==> config.mk <==
export PLATFORM = sky130hd
export DESIGN_NAME = rmtq_div_cell
export DESIGN_NICKNAME = d
export VERILOG_FILES = /design/src/design/rmtq_pkg.sv /design/src/design/rmtq_div_cell.sv
export SDC_FILE = /design/constraint.sdc
export NUM_CORES = 1
export LEC_CHECK = 0
export BUFFER_PORTS_ARGS = -buffer_cell sky130_fd_sc_hd__buf_2
export CAP_MARGIN = 15
export CORE_AREA = 2 2 209 211
export CTS_BUF_LIST = sky130_fd_sc_hd__clkbuf_8
export CTS_CLUSTER_SIZE = 24
export DETAILED_ROUTE_END_ITERATION = 6
export DIE_AREA = 0 0 211 213
export HOLD_SLACK_MARGIN = 0.08
export PLACE_DENSITY = 0.76
export SLEW_MARGIN = 10
export SYNTH_ARGS = -nofsm -noshare
export SYNTH_HDL_FRONTEND = slang
export SYNTH_SLANG_ARGS = --single-unit
export TNS_END_PERCENT = 1
==> constraint.sdc <==
create_clock -name clk -period 0.9 [get_ports clk]
set_input_delay 0.18 -clock clk [delete_from_list [all_inputs] [get_ports clk]]
set_output_delay 0.18 -clock clk [all_outputs]
set_load 0.005 [all_outputs]
==> src/design/rmtq_pkg.sv <==
package rmtq_pkg;

	localparam int DATA_W        = 16;
	localparam int NUM_W         = 17;  // magnitude of an off-diagonal sum or difference
	localparam int QB            = 16;  // quotient bits produced by the divider chain
	localparam int FRAC_BITS_DEF = 14;

	// branch codes
	localparam logic [1:0] SEL_TRACE = 2'd0;
	localparam logic [1:0] SEL_M00   = 2'd1;
	localparam logic [1:0] SEL_M11   = 2'd2;
	localparam logic [1:0] SEL_M22   = 2'd3;

	localparam logic [DATA_W-1:0] POS_MAX = 16'h7fff;
	localparam logic [DATA_W-1:0] NEG_MIN = 16'h8000;

	// data that rides along the root chain
	typedef struct packed {
		logic [1:0]            sel;
		logic [2:0]            sgn;
		logic [2:0][NUM_W-1:0] mag;
	} sq_side_t;

	// data that rides along the divider chain
	typedef struct packed {
		logic [1:0]        sel;
		logic [2:0]        sgn;
		logic [2:0]        ovf;
		logic [DATA_W-1:0] big;
		logic              degen;
	} div_side_t;

endpackage

==> src/design/rmtq_div_cell.sv <==
module rmtq_div_cell #(
	parameter int DW = 48
) (
	input  logic                          clk,
	input  logic                          arst_n,
	input  logic                          en,
	input  logic                          in_valid,
	input  logic [2:0][DW-1:0]            in_rem,
	input  logic [DW-1:0]                 in_dsh,
	input  logic [2:0][rmtq_pkg::QB-1:0]  in_q,
	input  rmtq_pkg::div_side_t           in_side,
	output logic                          out_valid,
	output logic [2:0][DW-1:0]            out_rem,
	output logic [DW-1:0]                 out_dsh,
	output logic [2:0][rmtq_pkg::QB-1:0]  out_q,
	output rmtq_pkg::div_side_t           out_side
);
	import rmtq_pkg::*;

	logic [2:0] ge;

	// one quotient bit per lane against the shifted divisor
	always_comb begin
		for (int i = 0; i < 3; i++) begin
			ge[i] = (in_rem[i] >= in_dsh);
		end
	end

	always_ff @(posedge clk or negedge arst_n) begin
		if (!arst_n) begin
			out_valid <= 1'b0;
		end else if (en) begin
			out_valid <= in_valid;
		end
	end

	always_ff @(posedge clk) begin
		if (en) begin
			for (int i = 0; i < 3; i++) begin
				out_rem[i] <= ge[i] ? (in_rem[i] - in_dsh) : in_rem[i];
				out_q[i]   <= {in_q[i][QB-2:0], ge[i]};
			end
			out_dsh  <= in_dsh >> 1;
			out_side <= in_side;
		end
	end

endmodule

==> results.toml, run 1 <==
[run_status]
outcome = "complete, but fails checks"
failed_checks = "negative hold slack, negative setup slack"

[clocking]
ctsLongestPathBuffers = 3
worst_skew_pair.late_latency_ps = 650
cts.reportedPaths.clkPinSlew_ps = 70
cts.root.buffer_cell = "clkbuf_8"
cts_tree = "built"
cts_htree_levels = 2
tritoncts.num_buffers = 47
clock_sink_count = 265

[cells_and_area]
layout_cell_share_with_drive_strength_beyond_1_pct = 43.31
instances_no_fill = 3971
layout.cell_area.non_filler_um2 = 31870
final_net_count = 3782
most-common-layout-cells = "buf_4 (612), buf_2 (520), dlygate4sd3_1 (267), edfxtp_1 (264), nand2_1 (189)"
post_synthesis_to_final_layout_area_growth_pct = 73.94
most_common_library_cell_in_the_layout_ignoring_fill_and_taps = "buf_4"
post-route-util_pct = 74.65

[placed_design]
dpl_cell_area_um2 = 26520
dp_hpwl_um = 61310
dp_worst_setup_slack_ps = -2530
gpl.final_weighted_congestion = 0.9709
place_inst = 3555
place.port_buffers = 530

[sta]
setup_slack_ps = -1600
hold_slack_ps = -79.35
rsz0062_at_grt = "true"
final.min_clock_period_ps = 2500
fin_crit_sh_pct = 277.8
timing_worst_slew_pin_value_ps = 544.4
setup_violations = 412
finalHoldViolCount = 1
report.final.slew_viol_count = 0
timing.clock.skew_ps = 0
fmax_mhz = 399.9
slew_headroom_pct = 63.32

[worst_setup_path]
worstPathMaxFanout = 3
timing.critical_path.max_delay_family = "compound AO/OA/AOI/OAI gates"
timing.critical_path.required_ps = 1300
critical_path.endpoint_type = "flop"
critical_path.n_buffers_inverters = 4
timing.critical_path.slowest_cell_delay_ps = 400
critical_path_cell_sequence = "buf_2, inv_1, ha_2, fa_2, nor2b_4, o2111ai_4, a211o_1, a21oi_2, buf_4, buf_4, a21oi_1, o21bai_1, a21oi_1, xnor2_1, mux2_2"
worst-endpoint-arrival_ps = 2900
cp-start-kind = "input pin"
critPathSlowestCell = "a211o_1"
timing.setup.critical_path_class = "in2reg"

[hold_path]
worstHoldPathType = "in2reg"

[synth]
synth_enable_flop_cells = 264
synth_area_per_cell_um2 = 9.524
synthesis.nets = 2340
syn-instance-count = 1924
yosys_warnings = 0
leading_cell_types_by_total_area_after_synthesis = "edfxtp_1 (43%), ha_1 (9.8%), a21oi_1 (5.4%), o21ai_0 (4.2%), nand2_1 (4.0%)"
synth_sequential_area_ratio_pct = 43.40
synth_top_cell_by_area = "edfxtp_1"
synth_cell_types = 82
asyncSetResetFlopFracSynth_pct = 0.3774
synth_top_flop_cell = "edfxtp_1"
synth_area_um2 = 18320
synth.ff_latch_count = 265
synth_top_cell_area_share_pct = 43.26

[die]
chipWidth_um = 211
die-height_um = 213
number_of_core_rows = 76
design.die.area_um2 = 44940
fp.coreArea_um2 = 42700
io-pin-count = 535
floorplan.initialDensity_pct = 42.92

[detailed_routing]
first_pass_iters = 5
totalWireLength_um = 86890
met2WireLength_um = 42710
dr_total_vias = 22082
ant_nets = 0
route.top_layer_used = "met5"
routed_wire_length_per_instance_um = 21.88
vias_per_instance = 5.561
detail_route.drc_violations = 0
drt-met1-wl_um = 31950
routed-wl-met3_um = 6328
drt_first_iter_violations = 1765

[pwr]
power.density_cell_area_nw_per_um2 = 1448
p_leak_nw = 14.86
worst_ir_drop_vdd_mv = 1.401

[grt]
global_route_wire_length_before_repair_um = 122000
globalRouteTotalUtil_pct = 35.72
grt_start_max_net_pins = 49
antenna_found_initial = 25
first_global_vias = 21999
overflow_left_after_global_routing = 0

[job]
maxCapViolations = 0
## sequential cells by signal, indices dropped and copies added (netlist names)
signal     flops
out_side      25
out_valid      1
out_dsh       47
out_rem      144
out_q         48
## final timing paths
check                                start           to  slack [ps]  cells past startpoint
worst max-delay path            in_rem[48]  out_rem[70]       -1600                     15
worst min-delay path            in_rem[96]  out_rem[96]         -80                      3
worst max register to register   out_valid    out_valid         160                      1
worst min register to register   out_valid    out_valid         510                      1
max in group asynchronous           arst_n    out_valid         350                      3
min in group asynchronous           arst_n    out_valid         440                      3
## cells by family after synthesis
logic type / Yosys count / share of synthesized area (%)
and+or+nand+nor: 565 / 14.50
other: 1 / 0.02047
DFF: 265 / 43.40
adders and majority gates: 147 / 10.16
muxes: 18 / 1.093
xor gates and xnor gates: 115 / 5.497
AOI/OAI and AO/OA: 630 / 21.35
buffers and inverters: 183 / 3.974
## synth_stat cells, types with 4 or more instances
master	number
a21boi_0	12
ha_1	144
buf_2	20
o211ai_1	11
edfxtp_1	264
and3_1	17
o31ai_1	16
and4_1	7
o21ai_1	7
a221oi_1	4
nand4_1	46
a211oi_1	16
inv_1	89
mux2i_1	5
or3_1	11
a21o_1	79
or4_1	6
clkbuf_1	65
nor4_1	12
o2111ai_1	4
nor3_1	37
nand3_1	40
o21a_1	27
a21oi_1	197
nand2b_1	15
nand2_1	196
o31a_1	7
mux2_2	12
xnor2_1	51
xor2_1	64
a211o_1	4
nor2b_1	16
a31oi_1	19
o21bai_1	28
nor2_1	141
o21ai_0	155
and2_1	7
## through the flow
step | TNS, ps | total power [mW]
6_report | -332790 | 46.16
5_1_grt | -349370 | 47.93
4_1_cts | -362620 | 44.40
3_5_place_dp | -352500 | 30.91
3_3_place_gp | -344560 | 30.63
2_1_floorplan | -245710 | 22.64
## layout make-up
cell class	count	area, um2
Antenna cell	22	55.05
Clock buffer	48	660.6
Clock inverter	38	301.5
Fill cell	2817	10820
Inverter	91	379.1
Multi-Input combinational cell	1476	10670
Sequential cell	265	7953
Tap cell	546	683.2
Timing Repair Buffer	1485	11170
## routing by layer
metal / global-route usage (%) / vias up
li1: - / 10119
met1: 40.85 / 10483
met2: 62.58 / 1139
met3: 6.060 / 335
met4: 21.76 / 6
met5: 0 / -
## power breakdown
part | switching (mW) | total, mW | internal, mW
clock network | 5.75 | 12.2 | 6.44
logic | 8.89 | 17.9 | 9.01
registers | 0.674 | 16.1 | 15.4
## repair_timing
| action | 4_1_cts | 5_1_grt |
|---|---|---|
| pin swaps | 38 | 53 |
| gates resized for setup | 133 | 206 |
| setup endpoints to repair | 412 | 662 |
| hold buffers | 275 | 4 |
| cloned | 3 | 3 |
| endpoints found under the hold margin | 315 | 3 |
| setup buffers | 4 | 20 |
Note: power is estimated with default switching activity, not from simulation.
==> inputs of run 2 (changes only) <==
--- a/config.mk
+++ b/config.mk
@@ -13,7 +13,7 @@
 export DETAILED_ROUTE_END_ITERATION = 6
 export DIE_AREA = 0 0 211 213
 export HOLD_SLACK_MARGIN = 0.08
-export PLACE_DENSITY = 0.76
+export PLACE_DENSITY = 0.69
 export SLEW_MARGIN = 10
 export SYNTH_ARGS = -nofsm -noshare
 export SYNTH_HDL_FRONTEND = slang
==> results.toml, run 2 (synthesized netlist as in run 1, its figures left out) <==
[clocking]
clock_sink_count = 265
cts.root.buffer_cell = "clkbuf_8"
tritoncts.num_buffers = 48
cts_hold_buf = 264
cts.reportedPaths.clkPinSlew_ps = 60
worst_skew_pair.late_latency_ps = 640
cts_htree_levels = 2
cts_tree = "built"
ctsLongestPathBuffers = 3

[sta]
timing_worst_slew_pin_value_ps = 567.8
hold_slack_ps = -126.9
aggregate_negative_setup_slack_ps = -320510
final.min_clock_period_ps = 2405
fmax_mhz = 415.7
setup_slack_ps = -1505
report.final.slew_viol_count = 0
fin_crit_sh_pct = 267.3
rsz0062_at_grt = "true"
setup_violations = 412
timing.clock.skew_ps = 0
finalHoldViolCount = 2
slew_headroom_pct = 61.82

[cells_and_area]
instances_no_fill = 3955
post-route-util_pct = 75.68
layout_cell_share_with_drive_strength_beyond_1_pct = 45.98
register_area_um2 = 7953
multi_input_comb_area_um2 = 11260
largest_register_ffs = 144
post_synthesis_to_final_layout_area_growth_pct = 76.34
layout.cell_area.non_filler_um2 = 32310
most-common-layout-cells = "buf_4 (612), buf_2 (508), edfxtp_1 (264), dlygate4sd3_1 (263), nand2_1 (191)"
largest_registers = "out_rem: 144 flops, out_q: 48 flops, out_dsh: 47 flops"
final_net_count = 3773
filler_cell_count = 2812
registers.top_by_ff_count = "out_rem"
most_common_library_cell_in_the_layout_ignoring_fill_and_taps = "buf_4"

[placed_design]
dp_hpwl_um = 60990
dpl_cell_area_um2 = 26450
place.port_buffers = 530
dp_worst_setup_slack_ps = -2321
gpl.final_weighted_congestion = 0.9863
place_inst = 3544

[worst_setup_path]
cp-start-kind = "input pin"
critical_path.n_buffers_inverters = 4
critical_path.endpoint_type = "flop"
timing.critical_path.slowest_cell_delay_ps = 500
critPathSlowestCell = "or4_1"
worstPathMaxFanout = 4
critPathMostFrequentCell = "buf_4"
timing.setup.critical_path_class = "in2reg"
critical_path_cell_sequence = "buf_2, clkinvlp_4, ha_4, nand4_1, buf_4, nor2_2, nand2_1, a21oi_2, a2111oi_2, buf_4, o31ai_4, a21oi_4, or4_1, and3_1"
timing.critical_path.required_ps = 1330
timing.critical_path.max_delay_family = "simple AND/OR/NAND/NOR gates"
worst-endpoint-arrival_ps = 2830

[die]
io-pin-count = 535
fp.coreArea_um2 = 42700
die-height_um = 213
chipWidth_um = 211
number_of_core_rows = 76
floorplan.initialDensity_pct = 42.92
design.die.area_um2 = 44940

[pwr]
p_leak_nw = 14.74
power.density_cell_area_nw_per_um2 = 1401
report.power.total_mw = 45.27
worst_ir_drop_vdd_mv = 0.9638

[grt]
antenna_found_initial = 21
globalRouteTotalUtil_pct = 35.90
first_global_vias = 21943
grt_start_max_net_pins = 65
overflow_left_after_global_routing = 0
global_route_wire_length_before_repair_um = 122800

[detailed_routing]
detail_route.drc_violations = 0
drt_first_iter_violations = 1975
routed_wire_length_per_instance_um = 21.96
totalWireLength_um = 86850
vias_per_instance = 5.622
ant_nets = 0
dr_total_vias = 22235
first_pass_iters = 5

[job]
maxCapViolations = 0

[hold_path]
worstHoldPathType = "in2reg"

[run_status]
outcome = "complete, but fails checks"
failed_checks = "negative hold slack, negative setup slack"
run 2: what timing repair did:
action / CTS / global route
gates resized for setup: 245 / 226
setup endpoints to repair: 412 / 413
pin swaps: 55 / 62
buffers inserted: 24 / 18
cloned: 6 / 1
endpoints found under the hold margin: 344 / 21
run 2: cell type report:
type,instances,area share [%]
Clock inverter,38,0.5150
Tap cell,546,2.114
Inverter,91,1.278
Clock buffer,48,2.045
Multi-Input combinational cell,1477,34.85
Antenna cell,16,0.1239
Sequential cell,265,24.61
Timing Repair Buffer,1474,34.47
run 2: worst paths after layout:
path | from | to | slack [ps] | depth (start not counted)
min | in_rem[48] | out_rem[48] | -130 | 3
min reg2reg | out_valid | out_valid | 530 | 1
min in group asynchronous | arst_n | out_valid | 420 | 3
max in group asynchronous | arst_n | out_valid | 380 | 3
max | in_dsh[26] | out_rem[42] | -1510 | 14
max reg2reg | out_valid | out_valid | 150 | 1
run 2: metal layers:
metal	vias up	track usage, %	part of all wire [%]
li1	10072	-	-
met1	10639	41.56	38
met2	1167	60.96	48
met3	347	7.001	7.4
met4	10	23.24	7.1
met5	-	0	0.075
run 2: where the power goes:
group | switching [mW] | internal [mW] | leakage, nW | total, mW
registers | 0.716 | 15.4 | 2.59 | 16.1
logic | 9.04 | 9.34 | 11.7 | 18.4
clock network | 5.78 | 4.98 | 0.485 | 10.8
