$ cat src/design/rmtq_pkg.sv
package rmtq_pkg;

	localparam int DATA_W        = 16;
	localparam int NUM_W         = 17;  // magnitude of an off-diagonal sum or difference
	localparam int QB            = 16;  // quotient bits produced by the divider chain
	localparam int FRAC_BITS_DEF = 14;

	// branch codes
	localparam logic [1:0] SEL_TRACE = 2'd0;
	localparam logic [1:0] SEL_M00   = 2'd1;
	localparam logic [1:0] SEL_M11   = 2'd2;
	localparam logic [1:0] SEL_M22   = 2'd3;

	localparam logic [DATA_W-1:0] POS_MAX = 16'h7fff;
	localparam logic [DATA_W-1:0] NEG_MIN = 16'h8000;

	// data that rides along the root chain
	typedef struct packed {
		logic [1:0]            sel;
		logic [2:0]            sgn;
		logic [2:0][NUM_W-1:0] mag;
	} sq_side_t;

	// data that rides along the divider chain
	typedef struct packed {
		logic [1:0]        sel;
		logic [2:0]        sgn;
		logic [2:0]        ovf;
		logic [DATA_W-1:0] big;
		logic              degen;
	} div_side_t;

endpackage

$ cat src/design/rmtq_sqrt_cell.sv
module rmtq_sqrt_cell #(
	parameter int HW = 16,
	parameter int XW = 32
) (
	input  logic                clk,
	input  logic                arst_n,
	input  logic                en,
	input  logic                in_valid,
	input  logic [HW+2:0]       in_rem,
	input  logic [HW-1:0]       in_root,
	input  logic [XW-1:0]       in_x,
	input  rmtq_pkg::sq_side_t  in_side,
	output logic                out_valid,
	output logic [HW+2:0]       out_rem,
	output logic [HW-1:0]       out_root,
	output logic [XW-1:0]       out_x,
	output rmtq_pkg::sq_side_t  out_side
);
	import rmtq_pkg::*;

	logic [HW+2:0] r2;
	logic [HW+2:0] trial;
	logic          ge;

	// one root bit: bring down two radicand bits, try 4q+1
	always_comb begin
		r2    = {in_rem[HW:0], in_x[XW-1 -: 2]};
		trial = {1'b0, in_root, 2'b01};
		ge    = (r2 >= trial);
	end

	always_ff @(posedge clk or negedge arst_n) begin
		if (!arst_n) begin
			out_valid <= 1'b0;
		end else if (en) begin
			out_valid <= in_valid;
		end
	end

	always_ff @(posedge clk) begin
		if (en) begin
			out_rem  <= ge ? (r2 - trial) : r2;
			out_root <= {in_root[HW-2:0], ge};
			out_x    <= {in_x[XW-3:0], 2'b00};
			out_side <= in_side;
		end
	end

endmodule

$ cat config.mk
export PLATFORM = sky130hd
export DESIGN_NAME = rmtq_sqrt_cell
export DESIGN_NICKNAME = d
export VERILOG_FILES = /design/src/design/rmtq_pkg.sv /design/src/design/rmtq_sqrt_cell.sv
export SDC_FILE = /design/constraint.sdc
export NUM_CORES = 1
export LEC_CHECK = 0
export BUFFER_PORTS_ARGS = -buffer_cell sky130_fd_sc_hd__buf_2
export CAP_MARGIN = 20
export CORE_MARGIN = 2
export CORE_UTILIZATION = 41
export CTS_BUF_LIST = sky130_fd_sc_hd__clkbuf_4 sky130_fd_sc_hd__clkbuf_8 sky130_fd_sc_hd__clkbuf_16
export DETAILED_ROUTE_END_ITERATION = 10
export GPL_TIMING_DRIVEN = 0
export PLACE_DENSITY = 0.8
export SLEW_MARGIN = 20
export SYNTH_ARGS = -nofsm -noshare
export SYNTH_HDL_FRONTEND = slang
export SYNTH_SLANG_ARGS = --single-unit
$ cat constraint.sdc
create_clock -name clk -period 0.8 [get_ports clk]
set_input_delay 0.04 -clock clk [delete_from_list [all_inputs] [get_ports clk]]
set_output_delay 0.04 -clock clk [all_outputs]
set_load 0.02 [all_outputs]
==> summary.md, run 1 <==
| Metric | Value |
|---|---|
| M1 WL | 8.445 mm |
| Clock Latency Late Sink | 430 ps |
| Slew margin rel. | 0.6226 |
| Site row count | 40 |
| Total global routing overflow | 0 |
| Synth async-reset ratio | 0.008197 |
| Die ar. | 13050 um2 |
| DP HPWL | 10.16 mm |
| Vias in the first global route | 4736 |
| Synth warn | 0 |
| CP top delay family | compound AO/OA/AOI/OAI gates |
| Peak Freq | 0.5644 GHz |
| Top-area cell type share of the netlist area | 0.7291 |
| Register area share after synthesis | 0.7341 |
| Final setup vio count | 143 |
| DR top layer | met5 |
| Worst r2r src | out_valid |
| Max-cap violations | 0 |
| Min Tclk post-route | 1772 ps |
| Port bufs | 246 |
| Initial antenna violation count | 2 |
| Num CTS Buffers | 17 |
| Kind of critical path | in2reg |
| Worst path depth | 9 |
| Vias per cell | 5.634 |
| Failing checks | hold timing, setup timing |
| DR iter-0 viols | 554 |
| EDFF count, synth | 121 |
| Largest net degree at the start of global routing | 43 |
| Layout Nets | 856 |
| Met2 wire length | 11.44 mm |
| Flops & latches, synth | 122 |
| Crit path capture type | register |
| Crit start category | input port |
| Clock buffer depth | 2 |
| Total placed cells including tap cells | 694 |
| CP arrival | 1950 ps |
| Worst EP required | 970 ps |
| Total GRT Usage | 0.3107 |
| Outcome | complete, but fails checks |
| Top_reg_cell synth | edfxtp_1 |
| Core area | 11960 um2 |
| R2R cell count | 2 |
| Final Slew Violations | 0 |
| Layout area overhead | 97.01% |
| Power density over the cells | 2236 nW/um2 |
| Post-route insts no fill | 872 |
| Vias | 4913 |
| Worst setup path end | out_rem[17] |
| TritonRoute pass-1 iters | 5 |
| Height of the die | 114.3 um |
| Worst setup slack after layout | -971.9 ps |
| Util after Layout | 0.8208 |
| GPL Wtd Cong | 0.8697 |
| Worst path buffer plus inverter count | 2 |
| Cell taking the most area after synthesis | edfxtp_1 |
| Reg clk slew, reported paths | 50 ps |
| Die Wd | 114.3 um |
| Tcrit/Tclk final | 2.215 |
| DR WL/cell | 27.67 um |
| Peak VDD IR | 0.001750 V |
| # DRC | 0 |
| Initial Util | 0.4166 |
| Clock root buffer | clkbuf_16 |
| Critical Path, Cell by Cell | buf_12 -> inv_12 -> ha_4 -> a211oi_1 -> o211ai_1 -> a21boi_1 -> o41ai_2 -> xor2_1 -> mux2_4 |
| Num Clock Sinks | 122 |
| CTS tree | built |
| First-pass GRT wire length | 29.28 mm |
| Metal3 WL | 2.730 mm |
| Fin. Hold Viols | 1 |
| RSZ-0062 raised after global routing | true |
| CP Launch Point | in_root[8] |
| Mapped Area | 4984 um2 |
| Main area contributors after synthesis | edfxtp_1 (73%), ha_1 (4.5%), mux2_2 (2.3%), mux2_4 (2.1%), inv_1 (1.6%) |
| Worst min path class | in2reg |
| # H-tree levels | 4 |
| Syn_area_per_cell | 16.67 um2 |
| RR Endpoint | out_valid |
| Syn Inst Count | 299 |
| Routed wire length | 24.13 mm |
| Internal reg-to-reg setup slack | -130 ps |
| Max stage delay on crit path | 500 ps |
| Worst hold slack | -13.00 ps |
| Worst Tran Pin Value | 562.6 ps |
| Static leakage | 4.113 nW |
| Crit path max fanout | 7 |
| Detail Route Antenna Nets | 0 |
| Clk_skew | 0 ps |
| Yosys cell types | 45 |
| Io pins | 251 |
| Slowest CP cell | a211oi_1 |
| Share of cells above drive strength 1 | 0.5414 |
-- cell families after synthesis --
| logic type | synth area share |
|---|---|
| AO/OA/AOI/OAI | 0.07457 |
| XOR/XNOR | 0.02636 |
| adder cells (fa/ha/maj) | 0.04519 |
| buffers and inverters | 0.02586 |
| flip-flops | 0.7341 |
| multiplexers | 0.04770 |
| other | 0.0007525 |
| AND/OR/NAND/NOR | 0.04545 |
-- metrics by stage --
step           setup slack, ps  power [W]  setup TNS [ps]  instance area [um2]
2_1_floorplan            -1057   0.009955          -19390                 5219
3_3_place_gp             -1665    0.01116         -214020                 6634
3_5_place_dp             -1513    0.01125          -58130                 6668
4_1_cts                 -767.7    0.02057          -38280                 9283
5_1_grt                 -959.8    0.02234          -46670                 9818
6_report                -971.9    0.02195          -43650                 9818
-- synth_stat cells (all sizes together) (3+ instances only) --
master	number
edfxtp	121
inv	21
mux2	17
xnor2	8
nor2	11
xor2	7
nand3	4
o21a	5
a21oi	16
nor3	7
o211ai	4
nand2	12
buf	4
o21ai	12
ha	18
nand4	3
a211oi	5
-- registers in the layout (all words and copies together), names as in the netlist --
| signal | flops |
|---|---|
| out_rem | 19 |
| out_root | 16 |
| out_side | 56 |
| out_valid | 1 |
| out_x | 30 |
-- what timing repair did --
action,4_1_cts,5_1_grt
gates resized for setup,180,144
buffers inserted,20,8
hold buffers,117,1
setup endpoints to repair,143,143
pin swaps,28,17
hold endpoints to repair,120,4
cloned,2,0
-- where the power goes --
part | internal (W) | total [W] | switching [W] | leakage, nW
Combinational | 0.00274 | 0.00536 | 0.00262 | 2.62
Sequential | 0.00775 | 0.00812 | 0.000370 | 1.19
Clock | 0.00531 | 0.00848 | 0.00317 | 0.298
Total | 0.0158 | 0.0219 | 0.00616 | 4.11
-- final cells by class --
cell class,instances,area (um2)
Clock inverter,12,172.7
Inverter,21,116.4
Antenna cell,1,2.502
Sequential cell,122,3660
Timing Repair Buffer,395,3551
Multi-Input combinational cell,151,1649
Fill cell,507,2143
Clock buffer,20,447.9
Tap cell,147,183.9
Buffer,3,35.03
-- metal layers --
layer	vias up	track usage
met5	-	0
met4	2	0.1585
met3	123	0.1032
met2	459	0.5349
met1	2351	0.3438
li1	1978	-
-- placed cells by master (no fill, tap or decap), types with 4 or more instances in the layout --
cell / n
inv_4: 5
inv_2: 4
dlygate4sd3_1: 118
ha_4: 15
buf_2: 116
a21oi_2: 4
a21oi_4: 6
bufinv_16: 4
a21oi_1: 6
buf_4: 28
xnor2_1: 8
nand2_1: 8
o21ai_0: 6
buf_6: 128
nor3_1: 5
nand2_4: 4
inv_1: 9
clkbuf_16: 17
o21a_1: 5
edfxtp_1: 121
xor2_1: 7
nor2_1: 9
mux2_4: 16
-- worst min path at each step --
| stage | to | slack [ps] | cells after the start | from |
|---|---|---|---|---|
| after floorplan | out_valid | -260 | 0 | arst_n |
| after global placement | out_valid | -180 | 1 | arst_n |
| after detailed placement | out_valid | -180 | 1 | arst_n |
| after CTS | out_rem[7] | -30 | 2 | in_rem[5] |
| after global routing | out_rem[16] | -3 | 2 | in_rem[14] |
| final | out_rem[16] | -10 | 2 | in_rem[14] |
Power figures use the tool's default switching activity.
==> inputs of run 2 (changes only) <==
- SETUP_SLACK_MARGIN: default -> 0.5
==> run 2 against run 1 <==
The flow still finishes with violations (hold timing, setup timing). Register-to-register slack about the same. Sequential share of layout area increased by 4.4 points. Worst hold slack got worse by 190 ps. Maximum frequency increased by 8.4%. First-iteration DRC count decreased by 32%. Clock power decreased by 3.4%. Clock skew unchanged. Design area decreased by 11%. Critical path depth unchanged.
==> summary.md, run 2 (same netlist as run 1, synthesis figures left out) <==
| Metric | Value |
|---|---|
| Outcome | complete, but fails checks (unchanged) |
| Failing checks | hold timing, setup timing (unchanged) |
| Clock buffer depth | 2 (unchanged) |
| Initial antenna violation count | 2 (unchanged) |
| GR peak layer | met2 (unchanged) |
| Io pins | 251 (unchanged) |
| Routing usage on met2 | 0.4171 (was 0.5349) |
| Vias | 4028 (was 4913) |
| Clk_skew | 0 ps (unchanged) |
| Clock Latency Late Sink | 410 ps (was 430 ps) |
| Crit path max fanout | 5 (was 7) |
| Min Tclk post-route | 1635 ps (was 1772 ps) |
| Vias in the first global route | 4005 (was 4736) |
| Peak Freq | 0.6116 GHz (was 0.5644 GHz) |
| Height of the die | 114.3 um (unchanged) |
| First-pass GRT wire length | 22.77 mm (was 29.28 mm) |
| Total GRT Usage | 0.2390 (was 0.3107) |
| Detail Route Antenna Nets | 0 (unchanged) |
| Initial Util | 0.4166 (unchanged) |
| Routed wire length | 17.77 mm (was 24.13 mm) |
| Worst hold slack | -203.3 ps (was -13.00 ps) |
| Reg with most FFs | out_side (unchanged) |
| RSZ-0062 raised after global routing | true (unchanged) |
| Worst min path class | in2reg (unchanged) |
| Vias per cell | 5.272 (was 5.634) |
| Regs by FF count | out_side: 56 flops, out_x: 30 flops, out_rem: 19 flops (unchanged) |
| Share of cells above drive strength 1 | 0.6477 (was 0.5414) |
| Core area | 11960 um2 (unchanged) |
| # H-tree levels | 4 (unchanged) |
| # DRC | 0 (unchanged) |
| Crit path capture type | register (unchanged) |
| Worst r2r src | out_valid (unchanged) |
| Crit start category | input port (unchanged) |
| Fin. Hold Viols | 122 (was 1) |
| Most common cell after layout, fill and taps aside | buf_2 (was buf_6) |
| Slowest CP cell | or2_2 (was a211oi_1) |
| DP HPWL | 10.16 mm (unchanged) |
| Die Wd | 114.3 um (unchanged) |
| Clock root buffer | clkbuf_16 (unchanged) |
| Layout Nets | 748 (was 856) |
| Max stage delay on crit path | 300 ps (was 500 ps) |
| CP arrival | 1800 ps (was 1950 ps) |
| Peak VDD IR | 0.001457 V (was 0.001750 V) |
| Final setup vio count | 143 (unchanged) |
| Critical Path, Cell by Cell | buf_2 -> inv_1 -> ha_4 -> or2_2 -> a21oi_1 -> or2_1 -> o31a_1 -> a2111oi_4 -> mux2_4 (was buf_12 -> inv_12 -> ha_4 -> a211oi_1 -> o211ai_1 -> a21boi_1 -> o41ai_2 -> xor2_1 -> mux2_4) |
| Layout area overhead | 76.17% (was 97.01%) |
| CTS Hold Buffers Added | 1 (was 117) |
| Final Cell Area | 8780 um2 (was 9818 um2) |
| Kind of critical path | in2reg (unchanged) |
| TritonRoute pass-1 iters | 5 (unchanged) |
| DP Area | 6668 um2 (unchanged) |
| Static leakage | 3.679 nW (was 4.113 nW) |
| Reg clk slew, reported paths | 60 ps (was 50 ps) |
| Worst EP required | 960 ps (was 970 ps) |
| Fillers | 691 (was 507) |
| Util after Layout | 0.7340 (was 0.8208) |
| Worst setup slack after layout | -835.1 ps (was -971.9 ps) |
| CTS tree | built (unchanged) |
| Max-cap violations | 0 (unchanged) |
| Num CTS Buffers | 17 (unchanged) |
| Total global routing overflow | 0 (unchanged) |
| Final Slew Violations | 0 (unchanged) |
| Site row count | 40 (unchanged) |
| GPL Wtd Cong | 0.8697 (unchanged) |
| Met1 Usage GRT | 0.2531 (was 0.3438) |
| Port bufs | 246 (unchanged) |
| DR WL/cell | 23.26 um (was 27.67 um) |
| Most frequent cells in the layout | buf_2 (126), edfxtp_1 (121), buf_6 (119) (was buf_6 (128), edfxtp_1 (121), dlygate4sd3_1 (118)) |
| Met3 Track Usage GR | 0.1006 (was 0.1032) |
| Num Clock Sinks | 122 (unchanged) |
| DR iter-0 viols | 379 (was 554) |
| Hold_sp | in_side[50] (was in_rem[14]) |
| CP Launch Point | in_root[10] (was in_root[8]) |
| Power density over the cells | 2378 nW/um2 (was 2236 nW/um2) |
| Die ar. | 13050 um2 (unchanged) |
| Largest net degree at the start of global routing | 22 (was 43) |
| Max FFs per register | 56 (unchanged) |
| Tcrit/Tclk final | 2.044 (was 2.215) |
[run 2: cell count changes in the layout (fill, tap and decap cells not counted), sizes merged]
cell / previous run / this run
buf: 279 / 286
bufbuf: 1 / 2
clkbuf: 20 / 21
dlygate4sd3: 118 / 1
[run 2: where the power goes]
part           internal [W]  switching [W]
combinational       0.00239        0.00227
sequential          0.00774       0.000290
clock               0.00530        0.00289
total                0.0154        0.00545
[run 2: area by class of cell]
type | instances | area [um2] | area share
inverters | 21 | 113.9 | 0.01297
well taps | 147 | 183.9 | 0.02095
multi-input cells | 151 | 1618 | 0.1843
diodes | 1 | 2.502 | 0.0002850
flip-flops and latches | 122 | 3660 | 0.4168
clock inverters | 12 | 172.7 | 0.01967
clock buffers | 20 | 447.9 | 0.05102
repair buffers | 284 | 2505 | 0.2853
plain buffers | 6 | 76.32 | 0.008693
[run 2: per-layer routing]
layer / wire length (um) / vias up
li1: - / 1761
met1: 5934 / 1955
met2: 9351 / 259
met3: 1745 / 51
met4: 722 / 2
met5: 13 / -
[run 2: worst paths after layout]
kind,to,slack [ps],cells after the start
max in group asynchronous,out_valid,760,2
min in group asynchronous,out_valid,-60,2
worst max register to register,out_valid,-120,2
worst min-delay path,out_side[50],-200,1
worst max-delay path,out_rem[16],-840,9
worst min register to register,out_valid,640,2
[run 2: repair_timing]
item,CTS,global route
buffers inserted,19,10
cloned,6,1
hold endpoints to repair,127,132
endpoints found under the setup margin,253,143
gates resized for setup,168,135
pin swaps,15,15
[run 2: critical path: cells and delay by family]
kind | cells | cell delay, ps
compound gates | 3 | 600
fa+ha+maj | 1 | 220
buf+inv | 2 | 190
mux | 1 | 280
simple gates | 2 | 460
[run 2: through the flow]
stage | std cells | worst slack, ps | TNS, ps | total power (W) | hold WS, ps
2_1_floorplan | 300 | -1057 | -19390 | 0.009955 | -255.6
3_3_place_gp | 693 | -1665 | -214020 | 0.01116 | -184.0
3_5_place_dp | 694 | -1513 | -58130 | 0.01125 | -180.7
4_1_cts | 752 | -771.8 | -38370 | 0.02014 | -219.3
5_1_grt | 763 | -888.6 | -43190 | 0.02145 | -224.0
6_report | 764 | -835.1 | -38350 | 0.02088 | -203.3
